--- config.mk ---
export PLATFORM = sky130hd
export DESIGN_NAME = http_content_length_completion_unit
export DESIGN_NICKNAME = d
export VERILOG_FILES = /design/src/sv/hclc_pkg.sv /design/src/sv/hclc_tracker.sv /design/src/sv/http_content_length_completion_unit.sv
export VERILOG_INCLUDE_DIRS = /design/src /design/src/sv
export SDC_FILE = /design/constraint.sdc
export NUM_CORES = 1
export LEC_CHECK = 0
export BUFFER_PORTS_ARGS = -buffer_cell sky130_fd_sc_hd__buf_2
export CORE_ASPECT_RATIO = 2
export CORE_MARGIN = 2
export CORE_UTILIZATION = 65
export DETAILED_ROUTE_END_ITERATION = 7
export GPL_TIMING_DRIVEN = 0
export HOLD_SLACK_MARGIN = 0.1
export PLACE_DENSITY = 0.81
export RECOVER_POWER = 100
export REMOVE_ABC_BUFFERS = 1
export SYNTH_ARGS = -nofsm -noshare
export SYNTH_HDL_FRONTEND = slang
export SYNTH_SLANG_ARGS = --single-unit
--- constraint.sdc ---
create_clock -name clk_i -period 24.4 [get_ports clk_i]
set_input_delay 4.88 -clock clk_i [delete_from_list [all_inputs] [get_ports clk_i]]
set_output_delay 4.88 -clock clk_i [all_outputs]
set_load 0.01 [all_outputs]
--- src/sv/assert_macros.svh ---
// Assertion macros shared by the RTL files of the Content-Length completion unit.
`ifndef ASSERT_MACROS_SVH
`define ASSERT_MACROS_SVH

// Concurrent check, switched off while reset is asserted
`define HCLC_ASSERT(lbl, clk, rstn, prop, msg) \
  lbl: assert property (@(posedge clk) disable iff (!(rstn)) (prop)) else $error(msg);

// Concurrent check that also holds during reset
`define HCLC_ASSERT_ALWAYS(lbl, clk, prop, msg) \
  lbl: assert property (@(posedge clk) (prop)) else $error(msg);

`endif

--- src/sv/hclc_pkg.sv ---
// Package for the Content-Length completion unit: widths, codes, label table, shared types.
package hclc_pkg;

  // Width of the byte and length counters
  localparam int unsigned CountWidth = 32;

  localparam logic [CountWidth-1:0] CntMax  = '1;
  localparam logic [CountWidth-1:0] CntQuot = CntMax / 10;
  localparam logic [3:0]            CntRem  = 4'(CntMax % 10);

  // CR LF "Content-Length:"
  localparam int unsigned LabelLen = 17;
  localparam logic [4:0]  LabelEnd = 5'(LabelLen);

  localparam logic [7:0] ChCr    = 8'h0d;
  localparam logic [7:0] ChLf    = 8'h0a;
  localparam logic [7:0] ChTab   = 8'h09;
  localparam logic [7:0] ChSpace = 8'h20;
  localparam logic [7:0] ChZero  = 8'h30;
  localparam logic [7:0] ChNine  = 8'h39;

  typedef enum logic [2:0] {
    StNoTerminator = 3'd0,
    StNoLength     = 3'd1,
    StOverflow     = 3'd2,
    StEmptyValue   = 3'd3,
    StIncomplete   = 3'd4,
    StComplete     = 3'd5
  } status_e;

  // One input transaction
  typedef struct packed {
    logic [7:0] data_byte;
    logic       new_request;
  } item_t;

  // One result transaction
  typedef struct packed {
    logic    worth_parsing;
    status_e status;
  } result_t;

  // Character expected at each position of the label
  function automatic logic [7:0] label_char(input logic [4:0] idx);
    logic [7:0] ch;
    case (idx)
      5'd0:    ch = ChCr;
      5'd1:    ch = ChLf;
      5'd2:    ch = 8'h43; // C
      5'd3:    ch = 8'h6f; // o
      5'd4:    ch = 8'h6e; // n
      5'd5:    ch = 8'h74; // t
      5'd6:    ch = 8'h65; // e
      5'd7:    ch = 8'h6e; // n
      5'd8:    ch = 8'h74; // t
      5'd9:    ch = 8'h2d; // -
      5'd10:   ch = 8'h4c; // L
      5'd11:   ch = 8'h65; // e
      5'd12:   ch = 8'h6e; // n
      5'd13:   ch = 8'h67; // g
      5'd14:   ch = 8'h74; // t
      5'd15:   ch = 8'h68; // h
      5'd16:   ch = 8'h3a; // :
      default: ch = 8'h00;
    endcase
    return ch;
  endfunction

endpackage

--- src/sv/hclc_tracker.sv ---
// Request framing state: terminator and label search, length accumulation, status.
`include "assert_macros.svh"

module hclc_tracker (
  input  logic            clk_i,
  input  logic            rst_ni,
  input  logic            step_i,
  input  hclc_pkg::item_t item_i,
  output hclc_pkg::result_t result_o
);
  import hclc_pkg::*;

  // Value parsing phases
  localparam logic [1:0] PhSearch = 2'd0;
  localparam logic [1:0] PhSkipWs = 2'd1;
  localparam logic [1:0] PhDigits = 2'd2;
  localparam logic [1:0] PhDone   = 2'd3;

  logic [CountWidth-1:0] byte_count_q, byte_count_d;
  logic [1:0]            term_prog_q, term_prog_d;
  logic                  header_done_q, header_done_d;
  logic [CountWidth-1:0] header_len_q, header_len_d;
  logic [4:0]            label_prog_q, label_prog_d;
  logic [1:0]            phase_q, phase_d;
  logic [CountWidth-1:0] body_len_q, body_len_d;
  logic                  have_digit_q, have_digit_d;
  logic                  overflow_q, overflow_d;

  logic [7:0]            ch;
  logic [3:0]            digit;
  logic                  is_ws, is_digit;
  logic [1:0]            phase_ws;
  logic [7:0]            term_want;
  logic [CountWidth-1:0] goal;
  status_e               status;

  assign ch       = item_i.data_byte;
  assign digit    = ch[3:0];
  assign is_ws    = (ch == ChSpace) || (ch inside {[ChTab:ChCr]});
  assign is_digit = ch inside {[ChZero:ChNine]};

  // Next state for one byte
  always_comb begin
    byte_count_d  = byte_count_q;
    term_prog_d   = term_prog_q;
    header_done_d = header_done_q;
    header_len_d  = header_len_q;
    label_prog_d  = label_prog_q;
    phase_d       = phase_q;
    body_len_d    = body_len_q;
    have_digit_d  = have_digit_q;
    overflow_d    = overflow_q;
    phase_ws      = phase_q;
    term_want     = ChCr;

    if (item_i.new_request) begin
      byte_count_d  = '0;
      term_prog_d   = '0;
      header_done_d = 1'b0;
      header_len_d  = '0;
      label_prog_d  = '0;
      phase_d       = PhSearch;
      body_len_d    = '0;
      have_digit_d  = 1'b0;
      overflow_d    = 1'b0;
    end

    if (byte_count_d != CntMax) begin
      byte_count_d = byte_count_d + 1'b1;
    end

    if (!header_done_d) begin
      // whitespace skip, then digits
      phase_ws = phase_d;
      if (phase_d == PhSkipWs && !is_ws) begin
        phase_ws = PhDigits;
      end
      phase_d = phase_ws;
      if (phase_ws == PhDigits) begin
        if (is_digit) begin
          have_digit_d = 1'b1;
          if (body_len_d > CntQuot || (body_len_d == CntQuot && digit > CntRem)) begin
            overflow_d = 1'b1;
            phase_d    = PhDone;
          end else begin
            body_len_d = (body_len_d << 3) + (body_len_d << 1)
                         + CountWidth'(digit);
          end
        end else begin
          phase_d = PhDone;
        end
      end

      // label search
      if (phase_d == PhSearch) begin
        if (label_prog_d < LabelEnd && ch == label_char(label_prog_d)) begin
          label_prog_d = label_prog_d + 1'b1;
        end else begin
          label_prog_d = (ch == ChCr) ? 5'd1 : 5'd0;
        end
        if (label_prog_d >= LabelEnd) begin
          label_prog_d = LabelEnd;
          phase_d      = PhSkipWs;
        end
      end

      // CR LF CR LF search
      term_want = term_prog_d[0] ? ChLf : ChCr;
      if (ch == term_want) begin
        if (term_prog_d == 2'd3) begin
          header_done_d = 1'b1;
          header_len_d  = byte_count_d;
          term_prog_d   = 2'd0;
        end else begin
          term_prog_d = term_prog_d + 1'b1;
        end
      end else begin
        term_prog_d = (ch == ChCr) ? 2'd1 : 2'd0;
      end
    end
  end

  // Status from the state after this byte
  always_comb begin
    goal = header_len_d + body_len_d;
    if (!header_done_d) begin
      status = StNoTerminator;
    end else if (phase_d == PhSearch) begin
      status = StNoLength;
    end else if (overflow_d) begin
      status = StOverflow;
    end else if (!have_digit_d) begin
      status = StEmptyValue;
    end else if (body_len_d > (CntMax - header_len_d)) begin
      status = StIncomplete;
    end else if (byte_count_d >= goal) begin
      status = StComplete;
    end else begin
      status = StIncomplete;
    end
  end

  assign result_o.status        = status;
  assign result_o.worth_parsing = (status != StIncomplete);

  always_ff @(posedge clk_i or negedge rst_ni) begin
    if (!rst_ni) begin
      byte_count_q  <= '0;
      term_prog_q   <= '0;
      header_done_q <= 1'b0;
      header_len_q  <= '0;
      label_prog_q  <= '0;
      phase_q       <= PhSearch;
      body_len_q    <= '0;
      have_digit_q  <= 1'b0;
      overflow_q    <= 1'b0;
    end else if (step_i) begin
      byte_count_q  <= byte_count_d;
      term_prog_q   <= term_prog_d;
      header_done_q <= header_done_d;
      header_len_q  <= header_len_d;
      label_prog_q  <= label_prog_d;
      phase_q       <= phase_d;
      body_len_q    <= body_len_d;
      have_digit_q  <= have_digit_d;
      overflow_q    <= overflow_d;
    end
  end

  `HCLC_ASSERT(a_header_sticky, clk_i, rst_ni, header_done_q && !(step_i && item_i.new_request) |=> header_done_q, "header_done cleared without a new request")
  `HCLC_ASSERT(a_count_monotonic, clk_i, rst_ni, !(step_i && item_i.new_request) |=> byte_count_q >= $past(byte_count_q), "byte count went backwards")
  `HCLC_ASSERT(a_label_full, clk_i, rst_ni, phase_q != PhSearch |-> label_prog_q == LabelEnd, "value parsing without complete label")
  `HCLC_ASSERT(a_overflow_done, clk_i, rst_ni, overflow_q |-> phase_q == PhDone, "overflow flagged while value still open")

endmodule

--- src/sv/http_content_length_completion_unit.sv ---
// Top level of the HTTP Content-Length completion unit: input register, tracker, result register.
// Takes one request byte per transaction and returns one status per byte, telling whether the
// bytes so far are worth handing to a full parser. Throughput is one byte per clock cycle while
// the receiver does not stall; a byte passes from input acceptance through the input register,
// then the result register. The rate is set by the per-byte framing state loop in hclc_tracker,
// whose next state is combinational: label and terminator match, one decimal multiply-accumulate
// by shift-add, and the length add and compare for the completion check. Assert new_request_i
// with the first byte of each request to clear the framing state.
`include "assert_macros.svh"

module http_content_length_completion_unit (
  input  logic       clk_i,
  input  logic       rst_ni,
  input  logic       in_valid_i,
  output logic       in_stall_o,
  input  logic [7:0] data_byte_i,
  input  logic       new_request_i,
  output logic       out_valid_o,
  input  logic       out_stall_i,
  output logic       worth_parsing_o,
  output logic [2:0] status_o
);
  import hclc_pkg::*;

  logic    s1_valid_q, s1_valid_d;
  item_t   s1_item_q;
  logic    out_valid_q, out_valid_d;
  result_t out_res_q;
  result_t trk_res;
  logic    out_ready, s1_adv, in_accept;

  // Handshake: the input register advances whenever the result register is free or draining
  assign out_ready = !out_valid_q || !out_stall_i;
  assign s1_adv    = s1_valid_q && out_ready;
  assign in_stall_o = s1_valid_q && !out_ready;
  assign in_accept  = in_valid_i && !in_stall_o;

  always_comb begin
    s1_valid_d = s1_valid_q;
    if (in_accept) begin
      s1_valid_d = 1'b1;
    end else if (s1_adv) begin
      s1_valid_d = 1'b0;
    end
    out_valid_d = out_valid_q && out_stall_i;
    if (s1_adv) begin
      out_valid_d = 1'b1;
    end
  end

  always_ff @(posedge clk_i or negedge rst_ni) begin
    if (!rst_ni) begin
      s1_valid_q  <= 1'b0;
      out_valid_q <= 1'b0;
    end else begin
      s1_valid_q  <= s1_valid_d;
      out_valid_q <= out_valid_d;
    end
  end

  // Payload registers
  always_ff @(posedge clk_i) begin
    if (in_accept) begin
      s1_item_q.data_byte   <= data_byte_i;
      s1_item_q.new_request <= new_request_i;
    end
    if (s1_adv) begin
      out_res_q <= trk_res;
    end
  end

  hclc_tracker u_tracker (
    .clk_i    (clk_i),
    .rst_ni   (rst_ni),
    .step_i   (s1_adv),
    .item_i   (s1_item_q),
    .result_o (trk_res)
  );

  assign out_valid_o     = out_valid_q;
  assign worth_parsing_o = out_res_q.worth_parsing;
  assign status_o        = out_res_q.status;

  `HCLC_ASSERT(a_adv_fills_out, clk_i, rst_ni, s1_adv |=> out_valid_o, "advanced transaction did not reach the result register")
  `HCLC_ASSERT(a_worth_status, clk_i, rst_ni, out_valid_o && !worth_parsing_o |-> status_o == StIncomplete, "not worth parsing without incomplete status")
  `HCLC_ASSERT(a_no_drop, clk_i, rst_ni, s1_valid_q && !s1_adv |=> s1_valid_q, "held transaction lost in the input register")
  `HCLC_ASSERT_ALWAYS(a_reset_idle, clk_i, !rst_ni |-> !out_valid_o && !s1_valid_q, "pipeline not empty during reset")

endmodule

==> results.md <==
Run status:
- The run finished, with violations left.
- The final reports fail on max-capacitance violations, max-slew violations.

CTS:
- The clock latency on the worst-skew pair is between 400 and 500 ps.
- Once the clock tree was built, the resizer swapped 0 gates to a different size.
- CTS placed an instance of clkbuf_16 at the clock tree root.
- The buffer depth of the longest clock path is 2.
- Clock tree synthesis found a total of 123 sinks.
- The buffers inserted during post-CTS setup optimization is 0.
- The clock transition at the registers of the reported paths is about 60 ps.
- The number of hold buffers added after CTS was 0.
- Clock tree synthesis inserted a total of 17 buffers.
- In this run the number of H-tree levels came out at 4.
- TritonCTS built the clock tree.

Timing:
- Of the available clock period, the critical path in the final layout requires between 40% and 50%.
- The hold violation count in the final report is 0.
- The final-report setup violation count is 0.
- The worst pin sits at a relative slew slack of -183%.
- Clock skew on the completed layout was measured at approximately 7.5 ps.
- The slew at the pin with the worst max-slew slack is 4250 ps.
- The final critical delay including setup and external delays is between 10000 and 15000 ps.
- In the post-route analysis, the smallest setup slack over all paths is roughly 13000 ps.
- The sum of negative setup slack is 0 ps.
- The maximum clock frequency is between 80 and 90 MHz.
- Setup repair after global routing left no endpoint under its margin.
- The number of pins exceeding their max-slew limit in the final report was between 200 and 250.

GRT:
- The number of global-route vias before repair is ~11000.
- The number of antenna violations at the first check in global routing came to 0.
- The total overflow left after global routing is 0.
- The maximum number of pins on one net before global-route repair is 76.
- The global-route wire length before repair is 50900 um.
- Across every metal layer, demand over resource in global routing totals roughly 34%.

Drt:
- The number of detailed-route iterations in the first pass is 7.
- The per-cell via count in the routed design is approximately 6.6.
- Dividing the detail-routed wire length by the instance count gives approximately 20 um.
- The number of routed nets with antenna violations is 0.
- The violation count after the first detailed-routing iteration is a little under 500.
- For this run, design rule violations remaining after detail routing come to 0.
- The via count is around 10000.
- After detailed routing, the total wire length is between 30000 and 40000 um.

Yosys:
- The synthesized flop and latch total is between 100 and 150.
- The count of flip-flops with a built-in enable after synthesis is 13.
- The top cell type by total area after synthesis is dfrtp_1.
- The per-instance average area after synthesis is approximately 8.4 um^2.
- Sorting the synthesized cells by area gives the leading types as dfrtp_1 24%, ha_1 15%, nand2_1 6.3%, a22o_1 4.1%, o21ai_0 3.9%.
- For this run, the number of Yosys warnings is 0.
- In the synthesized netlist the dominant register cell turns out to be dfrtp_1.
- After synthesis, flip-flops and latches occupy 27.6% of the total area.
- The post-synthesis cell type count is 73.
- The synthesized instance count is ~1300.
- The cell area that synthesis handed to floorplanning was roughly 0.011 mm^2.
- In the synthesized netlist the async set-or-reset flop fraction comes to 89.4%.
- The top-area cell type share of the netlist area is roughly a quarter.

Pwr:
- The internal power contribution is about 0.40 mW.
- The share of total power dissipated in the clock network is approximately half.
- Per report_power, the sequential group accounts for between 40% and 50% of the total.
- The switching share of total power is about a quarter.
- Across the VDD grid, the largest voltage drop is around 0.045 mV.
- In this run the static leakage power is around 6 nW.
- In this run the power density over the cells is ~43 mW/mm^2.
- Combinational cells account for under 10% of the total power.
- For this design the total switching power over the nets is about 0.13 mW.

Setup path:
- The family of cells with the greatest summed delay on the critical path is compound AO/OA/AOI/OAI gates.
- Together, buffers and inverters on the worst path number 3.
- Data on the critical path is required at its endpoint by between 20000 and 25000 ps.
- The data arrival time of the worst path is 11770 ps.
- The worst setup path is of the register to register kind.
- The library cell appearing most often on the critical path is a21oi_1.
- The critical path's slowest cell is nor2_1.
- The kind of start point of the critical path is a register.
- The highest cell delay on the worst timing path is ~1100 ps.
- Of all nets on the critical path, the largest fanout is 28.
- The worst setup path is captured at a register.

Placed design:
- The count of placed standard cells including taps is between 1500 and 2000.
- Detailed placement ended at an HPWL of approximately 23000 um.
- The placed instances occupy a cell area of 0.0117 mm^2.
- At the end of routability-driven placement, the weighted congestion stood at just over 0.9.
- Timing analysis after detailed placement gives a worst setup slack of between 10000 and 15000 ps.
- The count of buffers added on input and output ports is 18.

Die:
- The floorplan step set the die height to 191 um.
- In this run the standard cell core region covers about 0.017 mm^2.
- The floorplan row count is a little under 70.
- The die width is approximately 100 um.
- The top-level port count is 19.
- The total die area is 0.0186 mm^2.
- The initial utilization of the core area, before any placement, comes to between 60% and 70%.

Cells and area:
- For this run, the share of the core covered by cells in the final layout is 71.0%.
- The net count of the finished layout is approximately 1500.
- The number of standard cells in the layout, taps in and fillers out is approximately 1600.
- The signed area change from the synthesized netlist to the final layout is 7.34%.
- The final design instance area without fill is 0.0122 mm^2.
- The filler cells instantiated in the layout total about 1400.
- Cells with a size suffix above 1 make up 5.33% of the layout.
- The repair_antennas step left the layout with diodes totalling 0.

Run:
- The max capacitance violation total is 5.

Worst hold path:
- The min-delay analysis places its worst path in the category register to register.
-- synthesized netlist by cell type (all sizes together) (13+ instances only) --
| library cell | count |
|---|---|
| a211oi | 14 |
| a21o | 45 |
| a21oi | 83 |
| a22o | 53 |
| a31oi | 13 |
| clkbuf | 41 |
| dfrtp | 110 |
| edfxtp | 13 |
| ha | 134 |
| inv | 38 |
| mux2 | 25 |
| nand2 | 191 |
| nand3 | 29 |
| nand4 | 23 |
| nor2 | 91 |
| nor2b | 52 |
| o21a | 13 |
| o21ai | 90 |
| o31ai | 13 |
| xnor2 | 49 |
| xor2 | 45 |
-- routing by layer --
layer,up-vias,wire length (um),track usage (%)
met1,4949,11600,34.8
met4,0,2330,26.2
met5,-,0,0
met2,327,16100,62.0
met3,136,1020,3.62
li1,4937,-,-
-- cells in the final DEF, fill, tap and decap left out, types with 9 or more instances in the layout --
cell type,synthesis,layout
edfxtp_1,13,13
o31ai_1,11,12
o21bai_1,12,12
ha_1,134,134
a211oi_1,14,14
nor2b_1,52,52
o211ai_1,9,9
o21ai_0,88,90
inv_1,37,38
mux2_2,25,25
buf_2,0,9
nand2b_1,12,12
a21oi_1,82,83
a22o_1,53,53
o21a_1,13,13
a21o_1,45,45
dfrtp_1,110,110
nand4_1,23,23
xor2_1,45,45
xnor2_1,48,48
nand2_1,191,191
clkbuf_16,0,18
and3_1,11,11
nand3_1,29,29
nor2_1,90,90
clkbuf_1,41,15
a31oi_1,13,13
-- worst min-delay path: stages (launching register included) --
cell	delay, ps
dfrtp_1	340
nand2_1	50
o21ai_0	60
-- final timing paths --
| check | from | endpoint | slack (ps) | depth (start not counted) |
|---|---|---|---|---|
| setup / recovery | s1_item_q[0]$_DFFE_PP_ | status_o[0]$_DFFE_PP_ | 12880 | 33 |
| hold / removal | u_tracker.term_prog_q[1]$_DFFE_PN0P_ | u_tracker.term_prog_q[1]$_DFFE_PN0P_ | 490 | 2 |
| setup reg to reg | s1_item_q[0]$_DFFE_PP_ | status_o[0]$_DFFE_PP_ | 12880 | 33 |
| hold reg to reg | u_tracker.term_prog_q[1]$_DFFE_PN0P_ | u_tracker.term_prog_q[1]$_DFFE_PN0P_ | 490 | 2 |
| max in group asynchronous | rst_ni | u_tracker.byte_count_q[26]$_DFFE_PN0P_ | 14480 | 2 |
| min in group asynchronous | rst_ni | out_valid_o$_DFF_PN0_ | 5020 | 1 |
-- power groups by stage --
| stage | Sequential, mW | Clock (mW) | Combinational [mW] |
|---|---|---|---|
| floorplan | 0.219 | 0 | 0.0219 |
| global placement | 0.220 | 0 | 0.0358 |
| detailed placement | 0.218 | 0 | 0.0422 |
| CTS | 0.215 | 0.271 | 0.0425 |
| global route | 0.215 | 0.279 | 0.0444 |
| finish | 0.215 | 0.270 | 0.0403 |
-- registers in the layout, indices dropped and copies added, names as in the netlist --
signal                   flops
u_tracker.body_len_q        32
u_tracker.byte_count_q      32
u_tracker.header_len_q      32
s1_item_q                    9
u_tracker.label_prog_q       5
status_o                     3
u_tracker.phase_q            2
u_tracker.term_prog_q        2
out_valid_o                  1
s1_valid_q                   1
u_tracker.have_digit_q       1
u_tracker.header_done_q      1
u_tracker.overflow_q         1
worth_parsing_o              1
-- cell type report --
class	instances	area, um^2	share of cell area, %
Timing Repair Buffer	24	160	1.31
Multi-Input combinational cell	1135	7880	64.6
Clock buffer	24	503	4.12
Inverter	39	146	1.20
Sequential cell	123	3140	25.7
Tap cell	210	263	2.15
Clock inverter	7	110	0.902
-- cells by family after synthesis --
| group | share of synthesized area [%] |
|---|---|
| AND/OR/NAND/NOR | 20.3 |
| adder cells (fa/ha/maj) | 15.1 |
| multiplexers | 3.09 |
| flip-flops | 27.6 |
| XOR/XNOR | 7.31 |
| buffers and inverters | 2.94 |
| AO/OA/AOI/OAI | 23.6 |
-- stage by stage --
| stage | power (mW) | hold WS, ps |
|---|---|---|
| finish | 0.525 | 486 |
| global route | 0.539 | 513 |
| CTS | 0.528 | 485 |
| detailed placement | 0.260 | 463 |
| global placement | 0.256 | 457 |
| floorplan | 0.240 | 442 |
Note: power is estimated with default switching activity, not from simulation.
